`src/rtl/core/cpe_pkg.sv`:
```
// ----------------------------------------------------------------------------
// Cart-pole Euler step package
// Shared types, constants, saturation helper and the step microprogram.
// ----------------------------------------------------------------------------
package cpe_pkg;

  localparam int unsigned RF_AW = 4;
  localparam int unsigned PC_W  = 7;
  localparam int unsigned CNT_W = 6;

  localparam logic [CNT_W-1:0] MUL_LAST = 6'd31;
  localparam logic [CNT_W-1:0] DIV_LAST = 6'd63;
  localparam logic [PC_W-1:0]  PC_LAST  = 7'd67;

  localparam logic [63:0] DMAX64 = 64'h0000_0000_7fff_ffff;
  localparam logic [63:0] DMIN64 = 64'hffff_ffff_8000_0000;

  // config register indexes
  localparam logic [1:0] CF_GRAV  = 2'd0;
  localparam logic [1:0] CF_FORCE = 2'd1;
  localparam logic [1:0] CF_TRACK = 2'd2;
  localparam logic [1:0] CF_ANGLE = 2'd3;

  // state register indexes
  localparam logic [1:0] ST_X  = 2'd0;
  localparam logic [1:0] ST_V  = 2'd1;
  localparam logic [1:0] ST_TH = 2'd2;
  localparam logic [1:0] ST_W  = 2'd3;

  // scratch file addresses
  localparam logic [RF_AW-1:0] R_TH  = 4'd0;
  localparam logic [RF_AW-1:0] R_T   = 4'd1;
  localparam logic [RF_AW-1:0] R_U   = 4'd2;
  localparam logic [RF_AW-1:0] R_A2  = 4'd3;
  localparam logic [RF_AW-1:0] R_P   = 4'd4;
  localparam logic [RF_AW-1:0] R_S30 = 4'd5;
  localparam logic [RF_AW-1:0] R_C30 = 4'd6;
  localparam logic [RF_AW-1:0] R_SN  = 4'd7;
  localparam logic [RF_AW-1:0] R_CS  = 4'd8;
  localparam logic [RF_AW-1:0] R_NV  = 4'd9;
  localparam logic [RF_AW-1:0] R_NX  = 4'd10;
  localparam logic [RF_AW-1:0] R_NT  = 4'd11;
  localparam logic [RF_AW-1:0] R_NW  = 4'd12;
  localparam logic [RF_AW-1:0] R_W   = 4'd13;

  // immediates
  localparam logic [31:0] K_HALF_H = 32'd51472;   // half of pi/2 in Q16
  localparam logic [31:0] K_H      = 32'd102944;  // pi/2 in Q16
  localparam logic [31:0] K_ONE30  = 32'd1073741824;
  localparam logic [31:0] K_43     = 32'd87381;   // 4/3 in Q16
  localparam logic [31:0] K_NONE   = 32'd0;

  typedef enum logic [2:0] {
    S_IDLE, S_FETCH, S_EXEC, S_WAIT, S_DONE
  } fsm_e;

  typedef enum logic [4:0] {
    OP_LDS, OP_LDC, OP_FRC, OP_ADD, OP_RSUB, OP_ADDS, OP_SUBS, OP_SHL14,
    OP_X10, OP_QS, OP_QC, OP_STS, OP_MULQ, OP_MUL30, OP_DIV, OP_DIVQ, OP_RED
  } op_e;

  typedef struct packed {
    op_e              op;
    logic [RF_AW-1:0] dst;
    logic [RF_AW-1:0] sa;
    logic [RF_AW-1:0] sb;
    logic             bk;
    logic [31:0]      imm;
  } uc_t;

  typedef struct packed {
    logic start;
    logic is_div;
  } su_ctrl_t;

  typedef struct packed {
    logic busy;
    logic done;
  } su_stat_t;

  function automatic logic [63:0] sat32(input logic [63:0] v);
    if ($signed(v) > $signed(DMAX64)) return DMAX64;
    if ($signed(v) < $signed(DMIN64)) return DMIN64;
    return v;
  endfunction

  function automatic logic is_serial(input op_e op);
    return (op inside {OP_MULQ, OP_MUL30, OP_DIV, OP_DIVQ, OP_RED});
  endfunction

  function automatic uc_t mk(input op_e op, input logic [RF_AW-1:0] dst,
                             input logic [RF_AW-1:0] sa, input logic [RF_AW-1:0] sb,
                             input logic bk, input logic [31:0] imm);
    uc_t u;
    u.op  = op;
    u.dst = dst;
    u.sa  = sa;
    u.sb  = sb;
    u.bk  = bk;
    u.imm = imm;
    return u;
  endfunction

  function automatic uc_t ucode(input logic [PC_W-1:0] pc);
    case (pc)
      // range reduction and Taylor series in Q2.30
      7'd0:  return mk(OP_LDS,   R_TH,  R_TH,  R_TH,  1'b0, {30'd0, ST_TH});
      7'd1:  return mk(OP_ADD,   R_T,   R_TH,  R_TH,  1'b1, K_HALF_H);
      7'd2:  return mk(OP_RED,   R_U,   R_T,   R_TH,  1'b1, K_H);
      7'd3:  return mk(OP_SHL14, R_U,   R_U,   R_TH,  1'b0, K_NONE);
      7'd4:  return mk(OP_MUL30, R_A2,  R_U,   R_U,   1'b0, K_NONE);
      7'd5:  return mk(OP_DIV,   R_P,   R_A2,  R_TH,  1'b1, 32'd72);
      7'd6:  return mk(OP_RSUB,  R_P,   R_P,   R_TH,  1'b1, K_ONE30);
      7'd7:  return mk(OP_MUL30, R_P,   R_A2,  R_P,   1'b0, K_NONE);
      7'd8:  return mk(OP_DIV,   R_P,   R_P,   R_TH,  1'b1, 32'd42);
      7'd9:  return mk(OP_RSUB,  R_P,   R_P,   R_TH,  1'b1, K_ONE30);
      7'd10: return mk(OP_MUL30, R_P,   R_A2,  R_P,   1'b0, K_NONE);
      7'd11: return mk(OP_DIV,   R_P,   R_P,   R_TH,  1'b1, 32'd20);
      7'd12: return mk(OP_RSUB,  R_P,   R_P,   R_TH,  1'b1, K_ONE30);
      7'd13: return mk(OP_MUL30, R_P,   R_A2,  R_P,   1'b0, K_NONE);
      7'd14: return mk(OP_DIV,   R_P,   R_P,   R_TH,  1'b1, 32'd6);
      7'd15: return mk(OP_RSUB,  R_P,   R_P,   R_TH,  1'b1, K_ONE30);
      7'd16: return mk(OP_MUL30, R_S30, R_U,   R_P,   1'b0, K_NONE);
      7'd17: return mk(OP_DIV,   R_P,   R_A2,  R_TH,  1'b1, 32'd90);
      7'd18: return mk(OP_RSUB,  R_P,   R_P,   R_TH,  1'b1, K_ONE30);
      7'd19: return mk(OP_MUL30, R_P,   R_A2,  R_P,   1'b0, K_NONE);
      7'd20: return mk(OP_DIV,   R_P,   R_P,   R_TH,  1'b1, 32'd56);
      7'd21: return mk(OP_RSUB,  R_P,   R_P,   R_TH,  1'b1, K_ONE30);
      7'd22: return mk(OP_MUL30, R_P,   R_A2,  R_P,   1'b0, K_NONE);
      7'd23: return mk(OP_DIV,   R_P,   R_P,   R_TH,  1'b1, 32'd30);
      7'd24: return mk(OP_RSUB,  R_P,   R_P,   R_TH,  1'b1, K_ONE30);
      7'd25: return mk(OP_MUL30, R_P,   R_A2,  R_P,   1'b0, K_NONE);
      7'd26: return mk(OP_DIV,   R_P,   R_P,   R_TH,  1'b1, 32'd12);
      7'd27: return mk(OP_RSUB,  R_P,   R_P,   R_TH,  1'b1, K_ONE30);
      7'd28: return mk(OP_MUL30, R_P,   R_A2,  R_P,   1'b0, K_NONE);
      7'd29: return mk(OP_DIV,   R_P,   R_P,   R_TH,  1'b1, 32'd2);
      7'd30: return mk(OP_RSUB,  R_C30, R_P,   R_TH,  1'b1, K_ONE30);
      7'd31: return mk(OP_QS,    R_SN,  R_S30, R_C30, 1'b0, K_NONE);
      7'd32: return mk(OP_QC,    R_CS,  R_S30, R_C30, 1'b0, K_NONE);
      // dynamics
      7'd33: return mk(OP_LDS,   R_W,   R_TH,  R_TH,  1'b0, {30'd0, ST_W});
      7'd34: return mk(OP_MULQ,  R_T,   R_W,   R_W,   1'b0, K_NONE);
      7'd35: return mk(OP_MULQ,  R_T,   R_T,   R_SN,  1'b0, K_NONE);
      7'd36: return mk(OP_DIV,   R_T,   R_T,   R_TH,  1'b1, 32'd20);
      7'd37: return mk(OP_FRC,   R_U,   R_TH,  R_TH,  1'b0, K_NONE);
      7'd38: return mk(OP_ADDS,  R_T,   R_U,   R_T,   1'b0, K_NONE);
      7'd39: return mk(OP_X10,   R_T,   R_T,   R_TH,  1'b0, K_NONE);
      7'd40: return mk(OP_DIV,   R_T,   R_T,   R_TH,  1'b1, 32'd11);
      7'd41: return mk(OP_LDC,   R_U,   R_TH,  R_TH,  1'b0, {30'd0, CF_GRAV});
      7'd42: return mk(OP_MULQ,  R_U,   R_U,   R_SN,  1'b0, K_NONE);
      7'd43: return mk(OP_MULQ,  R_A2,  R_CS,  R_T,   1'b0, K_NONE);
      7'd44: return mk(OP_SUBS,  R_U,   R_U,   R_A2,  1'b0, K_NONE);
      7'd45: return mk(OP_MULQ,  R_A2,  R_CS,  R_CS,  1'b0, K_NONE);
      7'd46: return mk(OP_DIV,   R_A2,  R_A2,  R_TH,  1'b1, 32'd11);
      7'd47: return mk(OP_RSUB,  R_A2,  R_A2,  R_TH,  1'b1, K_43);
      7'd48: return mk(OP_DIV,   R_A2,  R_A2,  R_TH,  1'b1, 32'd2);
      7'd49: return mk(OP_DIVQ,  R_U,   R_U,   R_A2,  1'b0, K_NONE);
      7'd50: return mk(OP_MULQ,  R_A2,  R_U,   R_CS,  1'b0, K_NONE);
      7'd51: return mk(OP_DIV,   R_A2,  R_A2,  R_TH,  1'b1, 32'd22);
      7'd52: return mk(OP_SUBS,  R_T,   R_T,   R_A2,  1'b0, K_NONE);
      7'd53: return mk(OP_DIV,   R_T,   R_T,   R_TH,  1'b1, 32'd50);
      7'd54: return mk(OP_LDS,   R_P,   R_TH,  R_TH,  1'b0, {30'd0, ST_V});
      7'd55: return mk(OP_ADDS,  R_NV,  R_P,   R_T,   1'b0, K_NONE);
      7'd56: return mk(OP_DIV,   R_T,   R_P,   R_TH,  1'b1, 32'd50);
      7'd57: return mk(OP_LDS,   R_P,   R_TH,  R_TH,  1'b0, {30'd0, ST_X});
      7'd58: return mk(OP_ADDS,  R_NX,  R_P,   R_T,   1'b0, K_NONE);
      7'd59: return mk(OP_DIV,   R_T,   R_W,   R_TH,  1'b1, 32'd50);
      7'd60: return mk(OP_LDS,   R_P,   R_TH,  R_TH,  1'b0, {30'd0, ST_TH});
      7'd61: return mk(OP_ADDS,  R_NT,  R_P,   R_T,   1'b0, K_NONE);
      7'd62: return mk(OP_DIV,   R_T,   R_U,   R_TH,  1'b1, 32'd50);
      7'd63: return mk(OP_ADDS,  R_NW,  R_W,   R_T,   1'b0, K_NONE);
      // commit
      7'd64: return mk(OP_STS,   R_TH,  R_NX,  R_TH,  1'b0, {30'd0, ST_X});
      7'd65: return mk(OP_STS,   R_TH,  R_NV,  R_TH,  1'b0, {30'd0, ST_V});
      7'd66: return mk(OP_STS,   R_TH,  R_NT,  R_TH,  1'b0, {30'd0, ST_TH});
      7'd67: return mk(OP_STS,   R_TH,  R_NW,  R_TH,  1'b0, {30'd0, ST_W});
      default: return mk(OP_STS, R_TH,  R_NW,  R_TH,  1'b0, {30'd0, ST_W});
    endcase
  endfunction

endpackage

```
`src/rtl/core/cpe_serial_unit.sv`:
```
// ----------------------------------------------------------------------------
// Cart-pole bit-serial arithmetic unit
// Shift-add multiplier (32 steps) and restoring divider (64 steps), one bit
// per cycle, on unsigned magnitudes.
// ----------------------------------------------------------------------------
module cpe_serial_unit (
  input  logic              clk_i,
  input  logic              rst_ni,
  input  cpe_pkg::su_ctrl_t ctrl_i,
  input  logic [63:0]       opa_i,
  input  logic [31:0]       opb_i,
  output cpe_pkg::su_stat_t stat_o,
  output logic [63:0]       res_o,
  output logic [31:0]       rem_o
);
  import cpe_pkg::*;

  logic             busy_q, done_q, is_div_q;
  logic [CNT_W-1:0] cnt_q;
  logic [63:0]      acc_q, acc_d;
  logic [31:0]      rem_q, rem_d, b_q;
  logic [32:0]      sum, trial;
  logic             ge;

  always_comb begin
    sum   = {1'b0, acc_q[63:32]} + (acc_q[0] ? {1'b0, b_q} : 33'd0);
    trial = {rem_q, acc_q[63]};
    ge    = (trial >= {1'b0, b_q});
    if (is_div_q) begin
      acc_d = {acc_q[62:0], ge};
      rem_d = ge ? 32'(trial - {1'b0, b_q}) : trial[31:0];
    end else begin
      acc_d = {sum, acc_q[31:1]};
      rem_d = rem_q;
    end
  end

  always_ff @(posedge clk_i or negedge rst_ni) begin
    if (!rst_ni) begin
      busy_q <= 1'b0;
      done_q <= 1'b0;
      cnt_q  <= '0;
    end else begin
      done_q <= 1'b0;
      if (ctrl_i.start) begin
        busy_q <= 1'b1;
        cnt_q  <= ctrl_i.is_div ? DIV_LAST : MUL_LAST;
      end else if (busy_q) begin
        cnt_q <= cnt_q - 1'b1;
        if (cnt_q == '0) begin
          busy_q <= 1'b0;
          done_q <= 1'b1;
        end
      end
    end
  end

  always_ff @(posedge clk_i) begin
    if (ctrl_i.start) begin
      acc_q    <= ctrl_i.is_div ? opa_i : {32'd0, opa_i[31:0]};
      rem_q    <= '0;
      b_q      <= opb_i;
      is_div_q <= ctrl_i.is_div;
    end else if (busy_q) begin
      acc_q <= acc_d;
      rem_q <= rem_d;
    end
  end

  assign stat_o.busy = busy_q;
  assign stat_o.done = done_q;
  assign res_o       = acc_q;
  assign rem_o       = rem_q;

endmodule

```
`config.mk`:
```
export PLATFORM = sky130hd
export DESIGN_NAME = cpe_serial_unit
export DESIGN_NICKNAME = d
export VERILOG_FILES = /design/src/rtl/core/cpe_pkg.sv /design/src/rtl/core/cpe_serial_unit.sv
export SDC_FILE = /design/constraint.sdc
export NUM_CORES = 1
export LEC_CHECK = 0
export BUFFER_PORTS_ARGS = -buffer_cell sky130_fd_sc_hd__clkbuf_2
export CELL_PAD_IN_SITES_DETAIL_PLACEMENT = 0
export CELL_PAD_IN_SITES_GLOBAL_PLACEMENT = 1
export CORE_MARGIN = 2
export CORE_UTILIZATION = 38
export DETAILED_ROUTE_END_ITERATION = 8
export GPL_TIMING_DRIVEN = 0
export PLACE_DENSITY_LB_ADDON = 0.25
export RECOVER_POWER = 50
export SYNTH_ARGS = -nofsm -noshare
export SYNTH_HDL_FRONTEND = slang
export SYNTH_SLANG_ARGS = --single-unit
```
`constraint.sdc`:
```
create_clock -name clk_i -period 3.5 [get_ports clk_i]
set_clock_uncertainty 0.05 [all_clocks]
set_input_delay 0.875 -clock clk_i [delete_from_list [all_inputs] [get_ports clk_i]]
set_output_delay 0.875 -clock clk_i [all_outputs]
set_load 0.005 [all_outputs]
```
==> results of run 1 <==
-- worst max-delay path by stage --
| stage | startpoint | slack (ns) | end | cells after the start |
|---|---|---|---|---|
| finish | res_o[0] | 0.02 | res_o[54] | 14 |
| global route | res_o[0] | -0.05 | res_o[60] | 13 |
| CTS | res_o[0] | -0.15 | res_o[59] | 13 |
| detailed placement | ctrl_i[1] | -1.10 | res_o[2] | 6 |
| global placement | ctrl_i[1] | -2.43 | res_o[3] | 6 |
| floorplan | ctrl_i[1] | 0.01 | res_o[0] | 5 |
-- sequential cells by signal (all words and copies together) (netlist names) --
name	count
done_q	1
res_o	64
is_div_q	1
rem_o	32
b_q	32
cnt_q	6
busy_q	1
-- metal layers --
layer  share of wire  routed length, um  global-route usage
met1            0.44              14500               0.320
met2            0.48              15800               0.397
met3           0.065               2160              0.0512
met4           0.023                748              0.0842
met5               0                  0                   0
-- layout make-up --
| type | instances | area [um^2] |
|---|---|---|
| clock inverters | 15 | 139 |
| inverters | 51 | 205 |
| plain buffers | 58 | 278 |
| fillers | 2475 | 13100 |
| well taps | 330 | 413 |
| multi-input cells | 818 | 5850 |
| flip-flops and latches | 137 | 3750 |
| repair buffers | 215 | 1070 |
| clock buffers | 17 | 425 |
-- critical path, delay by kind of cell (launching register included) --
family | cells | cell delay (ns)
adders and majority gates | 1 | 0.23
and+or+nand+nor | 1 | 0.14
DFF | 1 | 0.42
xor gates and xnor gates | 1 | 0.15
AOI/OAI and AO/OA | 7 | 1.63
buffers and inverters | 4 | 0.59
-- cell usage in the layout, fill, tap and decap left out, drive strengths merged, types with 32 or more instances in the layout --
cell type	n
dfxtp	32
edfxtp	97
clkbuf	255
ha	66
a21o	35
buf	35
mux2i	58
a21oi	73
and2	41
o21ai	108
inv	57
nand2	103
nor2	50
-- power breakdown --
group	switching (W)	internal [W]	leakage (nW)
clock network	0.000808	0.000991	0.267
registers	0.000206	0.00196	1.38
logic	0.00123	0.000944	3.76
-- what timing repair did --
| action | CTS | global route |
|---|---|---|
| setup endpoints to repair | 86 | 84 |
| pin swaps | 10 | 17 |
| hold buffers | 0 | 0 |
| gates cloned | 0 | 1 |
| setup buffers | 8 | 9 |
| gates resized for setup | 40 | 23 |
-- kinds of logic after synthesis --
family,after synthesis
compound gates,342
simple gates,296
flops,137
buf+inv,110
fa+ha+maj,68
mux,62
xor+xnor,50
-- metrics by stage --
step	cell area, um^2	power (W)	setup TNS (ns)	util
global route	12100	0.00647	-0.0889	0.481
CTS	12100	0.00612	-0.212	0.477
global placement	11200	0.00421	-171.72	0.444
detailed placement	11200	0.00421	-88.98	0.444
finish	12100	0.00614	0	0.481
floorplan	9810	0.00352	0	-
==> results.rst, run 1 <==
.. list-table::
   :header-rows: 1

   * - Metric
     - Value
   * - Die Height
     - 165 um
   * - Number of placed instances with taps included
     - 1,592
   * - Critical R2R Launch
     - res_o[0]
   * - CTS HTree Levels
     - 4
   * - Slack of the worst reg-to-reg path
     - 0.02 ns
   * - Measured slew at the worst slew-check pin
     - 0.840 ns
   * - Standard-cell rows
     - 58
   * - DR pass1 iterations
     - 5
   * - Netlist area before placement
     - 9810 um^2
   * - Ys flop type
     - sky130_fd_sc_hd__edfxtp_1
   * - Post-synthesis xor/xnor area fraction
     - 0.0446
   * - Filler-free cell count of the finished design
     - 1,641
   * - Period Utilization, post-route
     - 0.994
   * - Routed vias/inst
     - 5.56
   * - Critical-path cell list
     - buf_6, buf_8, buf_8, and2_4, ha_4, a21oi_4, o21bai_1, a221o_1, a221o_1, a311oi_4, buf_4, xor2_1, o21ai_1, a21boi_2
   * - Clock Sinks
     - 137
   * - Sort of element at the start of the critical path
     - flip-flop
   * - Combinational family with the most area after synthesis
     - compound AO/OA/AOI/OAI gates
   * - Worst reg2reg path endpoint
     - res_o[54]
   * - Power density relative to cell area
     - 506 nW/um^2
   * - Max Clock Freq
     - 288 MHz
   * - Fraction of synthesis flops using an asynchronous set or reset pin
     - 0.0584
   * - Element type at the critical path end
     - flip-flop
   * - Clock transition at the register clock pins on the worst setup and hold paths after CTS
     - 0.07 ns
   * - Data required time at the worst endpoint
     - 3.62 ns
   * - DR vias
     - 9,122
   * - Stage delay of the slowest cell on the critical path
     - 0.45 ns
   * - Top cells by area, synth
     - sky130_fd_sc_hd__edfxtp_1, sky130_fd_sc_hd__ha_1, sky130_fd_sc_hd__dfxtp_1
   * - Setup CP Type
     - flip-flop to flip-flop
   * - Overall routing resource usage
     - 0.243
   * - I/O Buffers
     - 197
   * - Starting density of the core
     - 0.388
   * - Portion of synthesized cell area occupied by the leading cell type
     - 0.297
   * - Count of state elements after synthesis
     - 137
   * - DR iter-0 viols
     - 626
   * - Min Tclk post-route
     - 3.48 ns
   * - Maximum ir drop on the vdd rail
     - 0.349 mV
   * - Proportion of layout cells with a drive suffix above 1
     - 0.190
   * - First-pass GRT wire length
     - 49.8 mm
   * - Boundary pin count
     - 198
   * - Worst slew margin relative to its limit
     - 0.440
   * - DRC violation count after routing
     - 0
   * - RSZ-0062 raised after global routing
     - yes
   * - Max-slew violation count
     - 0
   * - Most frequent cell after synthesis
     - sky130_fd_sc_hd__nand2_1
   * - Worst Reg-to-Reg Cells
     - 14
   * - Number of nets produced by synthesis
     - 1,233
   * - Outcome
     - finished, final reports clean
   * - Reported max-cap violation count
     - 0
   * - List of most frequent post-synthesis cells
     - sky130_fd_sc_hd__nand2_1, sky130_fd_sc_hd__o21ai_0, sky130_fd_sc_hd__edfxtp_1
   * - Area growth from synthesis to final layout
     - 23.8%
   * - Number of buffers inserted during clock tree synthesis
     - 17
   * - Worst-Skew Late Latency
     - 0.44 ns
   * - Min-delay worst type
     - input port to async pin
   * - Number of hold-slack violations in the final timing report
     - 0
   * - Post-route setup slack
     - 0.0218 ns
   * - Vias in the first global route
     - 8,720
   * - Worst hold-check slack
     - 0.344 ns
   * - Library cells used by synthesis
     - 77
   * - Final routed wire length divided by cell count
     - 20.2 um
   * - Initial antenna violation count
     - 0
   * - Master of the slowest instance on the critical path
     - sky130_fd_sc_hd__a221o_1
   * - Arrival time at the worst endpoint
     - 3.60 ns
   * - Die ar.
     - 27,100 um^2
   * - Sequential element share of the synthesized area
     - 0.383
   * - Number of setup violations in the final report
     - 0
   * - Simple-gate portion of the synthesized area
     - 0.148
   * - Portion of netlist area occupied by mux cells
     - 0.0638
   * - Net count of the finished layout
     - 1,466
   * - Leftover overflow at the end of global routing
     - 0
   * - Number of enable flip-flop cells after synthesis
     - 97
   * - Horizontal die dimension
     - 165 um
   * - Adder and majority gate portion of the synthesized area
     - 0.0883
   * - Synthesis warning total
     - 0
   * - TritonCTS clock tree
     - done
   * - Largest area contributor in the netlist
     - sky130_fd_sc_hd__edfxtp_1
   * - Complex-gate fraction of the synthesized area
     - 0.226
   * - Mean instance size in the synthesized netlist
     - 9.21 um^2
   * - Placer Congestion
     - 0.922
   * - Max Fanout on Critical Path
     - 5
   * - Number of nets still failing antenna checks after routing
     - 0
   * - Static leakage power
     - 5.41 nW
   * - Core ar.
     - 25,300 um^2
   * - Maximum root-to-sink buffer count
     - 2
   * - Root cell of the clock tree
     - sky130_fd_sc_hd__clkbuf_16
   * - Setup slack after placement
     - -1.10 ns
   * - Number of antenna repair diodes
     - 0
   * - Largest net degree at the start of global routing
     - 65
   * - Count of mapped cells out of synthesis
     - 1,065
   * - WL final
     - 33.2 mm
   * - Detailed placement HPWL
     - 24.9 mm
Power figures use the tool's default switching activity.
==> run 2: changes to the inputs <==
--- a/config.mk
+++ b/config.mk
@@ -5,9 +5,10 @@
 export SDC_FILE = /design/constraint.sdc
 export NUM_CORES = 1
 export LEC_CHECK = 0
-export BUFFER_PORTS_ARGS = -buffer_cell sky130_fd_sc_hd__clkbuf_2
+export BUFFER_PORTS_ARGS = -buffer_cell sky130_fd_sc_hd__buf_2
 export CELL_PAD_IN_SITES_DETAIL_PLACEMENT = 0
 export CELL_PAD_IN_SITES_GLOBAL_PLACEMENT = 1
+export CORE_ASPECT_RATIO = 1.2
 export CORE_MARGIN = 2
 export CORE_UTILIZATION = 38
 export DETAILED_ROUTE_END_ITERATION = 8
==> run 2 against run 1 <==
Net effect:
- global-route usage rose by 0.23 points
- sequential power barely moved
- wire length barely moved
- power fell by 1.5%
- hold slack improved by 0.0097 ns
- highest routed layer unchanged
==> results.rst, run 2 (synthesized netlist as in run 1, its figures left out) <==
.. list-table::
   :header-rows: 1

   * - Metric
     - Value
   * - Outcome
     - finished, final reports clean
   * - Number of nets still failing antenna checks after routing
     - 0
   * - Net count of the finished layout
     - 1,463
   * - DR pass1 iterations
     - 7
   * - Max-slew violation count
     - 0
   * - Boundary pin count
     - 198
   * - Maximum root-to-sink buffer count
     - 2
   * - Final Instance Area
     - 12,100 um^2
   * - Horizontal die dimension
     - 151 um
   * - I/O Buffers
     - 197
   * - Sequential share of power
     - 0.360
   * - Number of buffers inserted during clock tree synthesis
     - 17
   * - First-pass GRT wire length
     - 50.7 mm
   * - Max Fanout on Critical Path
     - 3
   * - DRC violation count after routing
     - 0
   * - Final routed wire length divided by cell count
     - 20.3 um
   * - Clk network pwr share
     - 0.286
   * - Largest net degree at the start of global routing
     - 65
   * - Worst Reg-to-Reg Cells
     - 12
   * - Min-delay worst type
     - input port to async pin
   * - Worst slew margin relative to its limit
     - 0.433
   * - Min Tclk post-route
     - 3.45 ns
   * - Standard-cell rows
     - 64
   * - Most common cell after layout, fill and taps aside
     - sky130_fd_sc_hd__buf_2
   * - Reported max-cap violation count
     - 0
   * - Starting density of the core
     - 0.385
   * - Filler-free cell count of the finished design
     - 1,638
   * - Arrival time at the worst endpoint
     - 3.67 ns
   * - RSZ-0062 raised after global routing
     - yes
   * - Clock transition at the register clock pins on the worst setup and hold paths after CTS
     - 0.07 ns
   * - Max FFs per register
     - 64
   * - Detailed placement HPWL
     - 25.5 mm
   * - Critical R2R Launch
     - res_o[0]
   * - Placer Congestion
     - 0.892
   * - Switching Share
     - 0.364
   * - Maximum ir drop on the vdd rail
     - 0.257 mV
   * - FILL cells
     - 2,544
   * - Die Height
     - 180 um
   * - Setup_tns
     - 0 ns
   * - Number of setup violations in the final report
     - 0
   * - Clock Sinks
     - 137
   * - Proportion of layout cells with a drive suffix above 1
     - 0.194
   * - Die ar.
     - 27,100 um^2
   * - CTS HTree Levels
     - 4
   * - Number of placed instances with taps included
     - 1,592
   * - TritonCTS clock tree
     - done
   * - DR vias
     - 8,965
   * - Core ar.
     - 25,500 um^2
   * - DR iter-0 viols
     - 554
   * - Commonest non-fill, non-tap cells in the layout
     - sky130_fd_sc_hd__buf_2, sky130_fd_sc_hd__nand2_1, sky130_fd_sc_hd__o21ai_0
   * - Data required time at the worst endpoint
     - 3.72 ns
   * - Sort of element at the start of the critical path
     - flip-flop
   * - Worst-Skew Late Latency
     - 0.44 ns
   * - Placed instance area
     - 11,200 um^2
   * - Leftover overflow at the end of global routing
     - 0
   * - Hold buffers post-CTS
     - 0
   * - Measured slew at the worst slew-check pin
     - 0.850 ns
   * - WL final
     - 33.2 mm
   * - Area growth from synthesis to final layout
     - 23.1%
   * - Number of hold-slack violations in the final timing report
     - 0
   * - Internal power contribution
     - 0.00385 W
   * - Element type at the critical path end
     - flip-flop
   * - Initial antenna violation count
     - 0
   * - Overall routing resource usage
     - 0.246
   * - Root cell of the clock tree
     - sky130_fd_sc_hd__clkbuf_16
   * - Routed vias/inst
     - 5.47
   * - Static leakage power
     - 5.38 nW
   * - Vias in the first global route
     - 8,919
   * - Net switching power
     - 0.00220 W
   * - Setup CP Type
     - flip-flop to flip-flop
   * - Worst reg2reg path endpoint
     - res_o[59]
   * - Power density relative to cell area
     - 501 nW/um^2
   * - Number of antenna repair diodes
     - 0
   * - Period Utilization, post-route
     - 0.986
   * - Combinational power share
     - 0.354
   * - Slack of the worst reg-to-reg path
     - 0.05 ns
   * - Max Clock Freq
     - 290 MHz
run 2: worst max-delay path, stage by stage (launching register included):
cell                       delay, ns
sky130_fd_sc_hd__edfxtp_1       0.48
sky130_fd_sc_hd__clkbuf_8       0.18
sky130_fd_sc_hd__and2_4         0.15
sky130_fd_sc_hd__ha_4           0.17
sky130_fd_sc_hd__fa_2           0.37
sky130_fd_sc_hd__a211oi_4       0.27
sky130_fd_sc_hd__o21ai_2        0.11
sky130_fd_sc_hd__a311oi_2       0.34
sky130_fd_sc_hd__o21ai_2        0.11
sky130_fd_sc_hd__a21o_1         0.23
sky130_fd_sc_hd__a311oi_4       0.34
sky130_fd_sc_hd__mux2_4         0.34
sky130_fd_sc_hd__a211oi_2       0.13
run 2: metal layers:
| layer | GRT usage | vias to the layer above | wire, um |
|---|---|---|---|
| met4 | 0.0804 | 0 | 703 |
| met2 | 0.415 | 248 | 16400 |
| met1 | 0.311 | 4277 | 14400 |
| li1 | - | 4399 | - |
| met5 | 0 | - | 0 |
| met3 | 0.0525 | 41 | 1650 |
run 2: how the worst max path moves through the flow:
| stage | end | startpoint | slack, ns | cells after the start |
|---|---|---|---|---|
| after floorplan | res_o[0] | ctrl_i[1] | 0.01 | 5 |
| after global placement | res_o[13] | ctrl_i[1] | -2.46 | 6 |
| after detailed placement | res_o[9] | ctrl_i[1] | -1.15 | 6 |
| after CTS | res_o[59] | res_o[0] | -0.16 | 12 |
| after global routing | res_o[59] | res_o[0] | -0.08 | 12 |
| final | res_o[59] | res_o[0] | 0.05 | 12 |
run 2: final cells by class:
class | instances | area (um^2) | share of cell area
timing repair buffer | 211 | 1030 | 0.0856
inverter | 51 | 205 | 0.0170
multi-input combinational | 818 | 5830 | 0.483
clock inverter | 13 | 95.1 | 0.00787
sequential | 137 | 3750 | 0.311
tap | 330 | 413 | 0.0342
clock buffer | 19 | 453 | 0.0375
buffer | 59 | 290 | 0.0240
run 2: stage by stage:
stage,total power (W),hold slack (ns),util,setup WS (ns)
after floorplan,0.00352,0.433,-,0.00957
after global placement,0.00422,0.457,0.440,-2.46
after detailed placement,0.00422,0.457,0.440,-1.15
after CTS,0.00602,0.241,0.470,-0.157
after global routing,0.00639,0.378,0.474,-0.0836
final,0.00605,0.354,0.474,0.0483
run 2: timing repair:
item,in CTS,in global routing
hold endpoints to repair,0,0
endpoints found under the setup margin,88,84
gates resized for setup,30,29
buffers inserted,9,5
pin swaps,9,18
run 2: power by group through the flow:
stage	Combinational (W)	Clock (W)	Sequential, W
3_5_place_dp	0.00201	0	0.00221
3_3_place_gp	0.00201	0	0.00221
4_1_cts	0.00210	0.00175	0.00218
5_1_grt	0.00237	0.00182	0.00221
6_report	0.00214	0.00173	0.00218
2_1_floorplan	0.00138	0	0.00214
==> run 3: changes to the inputs <==
--- a/config.mk
+++ b/config.mk
@@ -5,12 +5,14 @@
 export SDC_FILE = /design/constraint.sdc
 export NUM_CORES = 1
 export LEC_CHECK = 0
+export ABC_AREA = 1
 export BUFFER_PORTS_ARGS = -buffer_cell sky130_fd_sc_hd__buf_2
+export CAP_MARGIN = 20
 export CELL_PAD_IN_SITES_DETAIL_PLACEMENT = 0
 export CELL_PAD_IN_SITES_GLOBAL_PLACEMENT = 1
 export CORE_ASPECT_RATIO = 1.2
 export CORE_MARGIN = 2
-export CORE_UTILIZATION = 38
+export CORE_UTILIZATION = 37
 export DETAILED_ROUTE_END_ITERATION = 8
 export GPL_TIMING_DRIVEN = 0
 export PLACE_DENSITY_LB_ADDON = 0.25
==> run 3 against run 2 <==
Net effect:
- power is 5.3% higher
- largest cell class unchanged
- die area is 16% higher
- count of clock-buffer cells in the layout is 1 lower
- critical path depth is 7 lower
- wire length is 22% higher
- non-clock buffer count is 21 lower
==> results.rst, run 3 <==
.. list-table::
   :header-rows: 1

   * - Metric
     - Value
   * - Outcome
     - finished, final reports clean
   * - Core ar.
     - 29,500 um^2
   * - Count of buffering cells on the critical path with inverters included
     - 4
   * - Category of cells accounting for the largest share of critical-path delay
     - buffers and inverters
   * - Worst setup path startpoint
     - ctrl_i[1]
   * - Setup CP Type
     - input port to flip-flop
   * - WL final
     - 40.4 mm
   * - Number of hold-slack violations in the final timing report
     - 0
   * - Worst Reg-to-Reg Cells
     - 12
   * - Min Tclk post-route
     - 3.32 ns
   * - Maximum ir drop on the vdd rail
     - 0.254 mV
   * - Vias in the first global route
     - 11,273
   * - Number of setup violations in the final report
     - 0
   * - Mean instance size in the synthesized netlist
     - 6.66 um^2
   * - TritonCTS clock tree
     - done
   * - Final Total Pwr
     - 0.00637 W
   * - Maximum root-to-sink buffer count
     - 2
   * - Hold buffers post-CTS
     - 0
   * - Number of placed instances with taps included
     - 2,249
   * - Reported max-cap violation count
     - 0
   * - Max-slew violation count
     - 0
   * - List of most frequent post-synthesis cells
     - sky130_fd_sc_hd__nand2_1, sky130_fd_sc_hd__inv_1, sky130_fd_sc_hd__nor2_1
   * - Setup_tns
     - 0 ns
   * - Detailed placement HPWL
     - 33.0 mm
   * - Stage delay of the slowest cell on the critical path
     - 0.71 ns
   * - Netlist area before placement
     - 11,100 um^2
   * - Worst-Skew Late Latency
     - 0.45 ns
   * - Arrival time at the worst endpoint
     - 3.43 ns
   * - I/O Buffers
     - 197
   * - Worst hold-check slack
     - 0.293 ns
   * - Die ar.
     - 31,300 um^2
   * - Sort of element at the start of the critical path
     - input port
   * - DR iter-0 viols
     - 652
   * - Overall routing resource usage
     - 0.257
   * - Critical R2R Launch
     - res_o[0]
   * - Period Utilization, post-route
     - 0.948
   * - Boundary pin count
     - 198
   * - DRC violation count after routing
     - 0
   * - Net count of the finished layout
     - 2,048
   * - CTS HTree Levels
     - 4
   * - Max FFs per register
     - 64
   * - Capture point of the critical path
     - res_o[46]
   * - Max Clock Freq
     - 301 MHz
   * - Root cell of the clock tree
     - sky130_fd_sc_hd__clkbuf_16
   * - Top cells by area, synth
     - sky130_fd_sc_hd__edfxtp_1, sky130_fd_sc_hd__nand2_1, sky130_fd_sc_hd__inv_1
   * - Initial antenna violation count
     - 2
   * - Leftover overflow at the end of global routing
     - 0
   * - Number of buffers inserted during clock tree synthesis
     - 17
   * - DR vias
     - 11,485
   * - Proportion of layout cells with a drive suffix above 1
     - 0.123
   * - Static leakage power
     - 6.81 nW
   * - Master of the slowest instance on the critical path
     - sky130_fd_sc_hd__clkbuf_1
   * - RSZ-0062 raised after global routing
     - no
   * - Number of nets produced by synthesis
     - 1,830
   * - Commonest non-fill, non-tap cells in the layout
     - sky130_fd_sc_hd__nand2_1, sky130_fd_sc_hd__inv_1, sky130_fd_sc_hd__nor2_1
   * - FILL cells
     - 3,291
   * - Post-route setup slack
     - 0.183 ns
   * - Worst reg2reg path endpoint
     - res_o[41]
   * - Largest net degree at the start of global routing
     - 66
   * - First-pass GRT wire length
     - 61.2 mm
   * - Placer Congestion
     - 0.974
   * - Standard-cell rows
     - 69
   * - Measured slew at the worst slew-check pin
     - 0.968 ns
   * - Ys flop type
     - sky130_fd_sc_hd__edfxtp_1
   * - Power density relative to cell area
     - 486 nW/um^2
   * - Data required time at the worst endpoint
     - 3.62 ns
   * - Count of mapped cells out of synthesis
     - 1,662
   * - Final routed wire length divided by cell count
     - 17.7 um
   * - Count of state elements after synthesis
     - 137
   * - Area growth from synthesis to final layout
     - 18.4%
   * - Number of enable flip-flop cells after synthesis
     - 97
   * - Element type at the critical path end
     - flip-flop
   * - Clock transition at the register clock pins on the worst setup and hold paths after CTS
     - 0.07 ns
   * - Most common cell after layout, fill and taps aside
     - sky130_fd_sc_hd__nand2_1
   * - Clock Sinks
     - 137
   * - Routed vias/inst
     - 5.02
   * - Critical path depth in cells
     - 5
   * - DR pass1 iterations
     - 5
   * - Fraction of synthesis flops using an asynchronous set or reset pin
     - 0.0584
   * - Most frequent cell after synthesis
     - sky130_fd_sc_hd__nand2_1
   * - Horizontal die dimension
     - 162 um
   * - Library cells used by synthesis
     - 46
   * - Portion of synthesized cell area occupied by the leading cell type
     - 0.263
   * - Setup slack after placement
     - -0.362 ns
   * - Max Fanout on Critical Path
     - 34
   * - Synthesis warning total
     - 0
   * - Largest area contributor in the netlist
     - sky130_fd_sc_hd__edfxtp_1
   * - Slack of the worst reg-to-reg path
     - 0.26 ns
   * - Number of nets still failing antenna checks after routing
     - 0
   * - Min-delay worst type
     - input port to async pin
   * - Critical-path cell list
     - buf_2, clkbuf_1, clkbuf_1, buf_1, o21ai_0
   * - Starting density of the core
     - 0.375
   * - Cell seen most often among critical-path stages
     - sky130_fd_sc_hd__clkbuf_1
   * - Sequential element share of the synthesized area
     - 0.339
   * - Filler-free cell count of the finished design
     - 2,286
   * - Die Height
     - 193 um
   * - Worst slew margin relative to its limit
     - 0.355
==> run 3: worst min path at each step <==
stage	startpoint	end	slack (ns)	cells after the start
detailed placement	rem_o[1]	rem_o[1]	0.45	2
finish	rst_ni	cnt_q[1]	0.29	1
CTS	rst_ni	cnt_q[1]	0.21	1
floorplan	rem_o[18]	rem_o[18]	0.44	2
global placement	rem_o[30]	rem_o[30]	0.45	2
global route	rst_ni	cnt_q[1]	0.30	1
==> run 3: per-layer routing <==
layer  wire, um  global-route usage  up-vias
met1      16500               0.306     5273
met4       1860               0.121        0
met5          0                   0        -
li1           -                   -     5792
met2      20400               0.456      335
met3       1720              0.0313       85
==> run 3: power breakdown <==
| group | total (W) | internal, W | switching (W) | leakage (nW) |
|---|---|---|---|---|
| Clock | 0.00186 | 0.00101 | 0.000847 | 0.282 |
| Combinational | 0.00235 | 0.000834 | 0.00152 | 5.16 |
| Sequential | 0.00216 | 0.00196 | 0.000205 | 1.36 |
| Total | 0.00637 | 0.00380 | 0.00257 | 6.81 |
==> run 3: what timing repair did <==
action / 4_1_cts / 5_1_grt
buffers inserted: 1 / 2
setup endpoints to repair: 10 / 4
endpoints found under the hold margin: 0 / 0
gates resized for setup: 2 / 3
pin swaps: 0 / 1
==> run 3: cells by family after synthesis <==
| group | Yosys count | synth area share |
|---|---|---|
| simple gates | 870 | 0.327 |
| buf+inv | 297 | 0.106 |
| fa+ha+maj | 68 | 0.0782 |
| compound gates | 259 | 0.125 |
| flops | 137 | 0.339 |
| xor+xnor | 31 | 0.0245 |
==> run 3: worst register-to-register path: cells and delay by family, from the launching register on <==
family / cells / cell delay, ns
buffers and inverters: 2 / 0.29
DFF: 1 / 0.45
xor gates and xnor gates: 1 / 0.19
adders and majority gates: 2 / 0.71
AOI/OAI and AO/OA: 3 / 0.75
and+or+nand+nor: 4 / 0.54
==> run 3: layout make-up <==
type	instances	area, um^2	area share
sequential	137	3750	0.286
clock buffer	18	429	0.0327
clock inverter	14	155	0.0118
tap	390	488	0.0372
timing repair buffer	200	950	0.0724
buffer	49	244	0.0186
multi-input combinational	1228	6150	0.469
antenna	3	7.51	0.000573
inverter	247	932	0.0711
==> run 3: per-stage QoR <==
step / area (um^2) / util
4_1_cts: 13100 / 0.445
5_1_grt: 13100 / 0.444
2_1_floorplan: 11100 / -
3_3_place_gp: 12500 / 0.425
6_report: 13100 / 0.444
3_5_place_dp: 12500 / 0.425
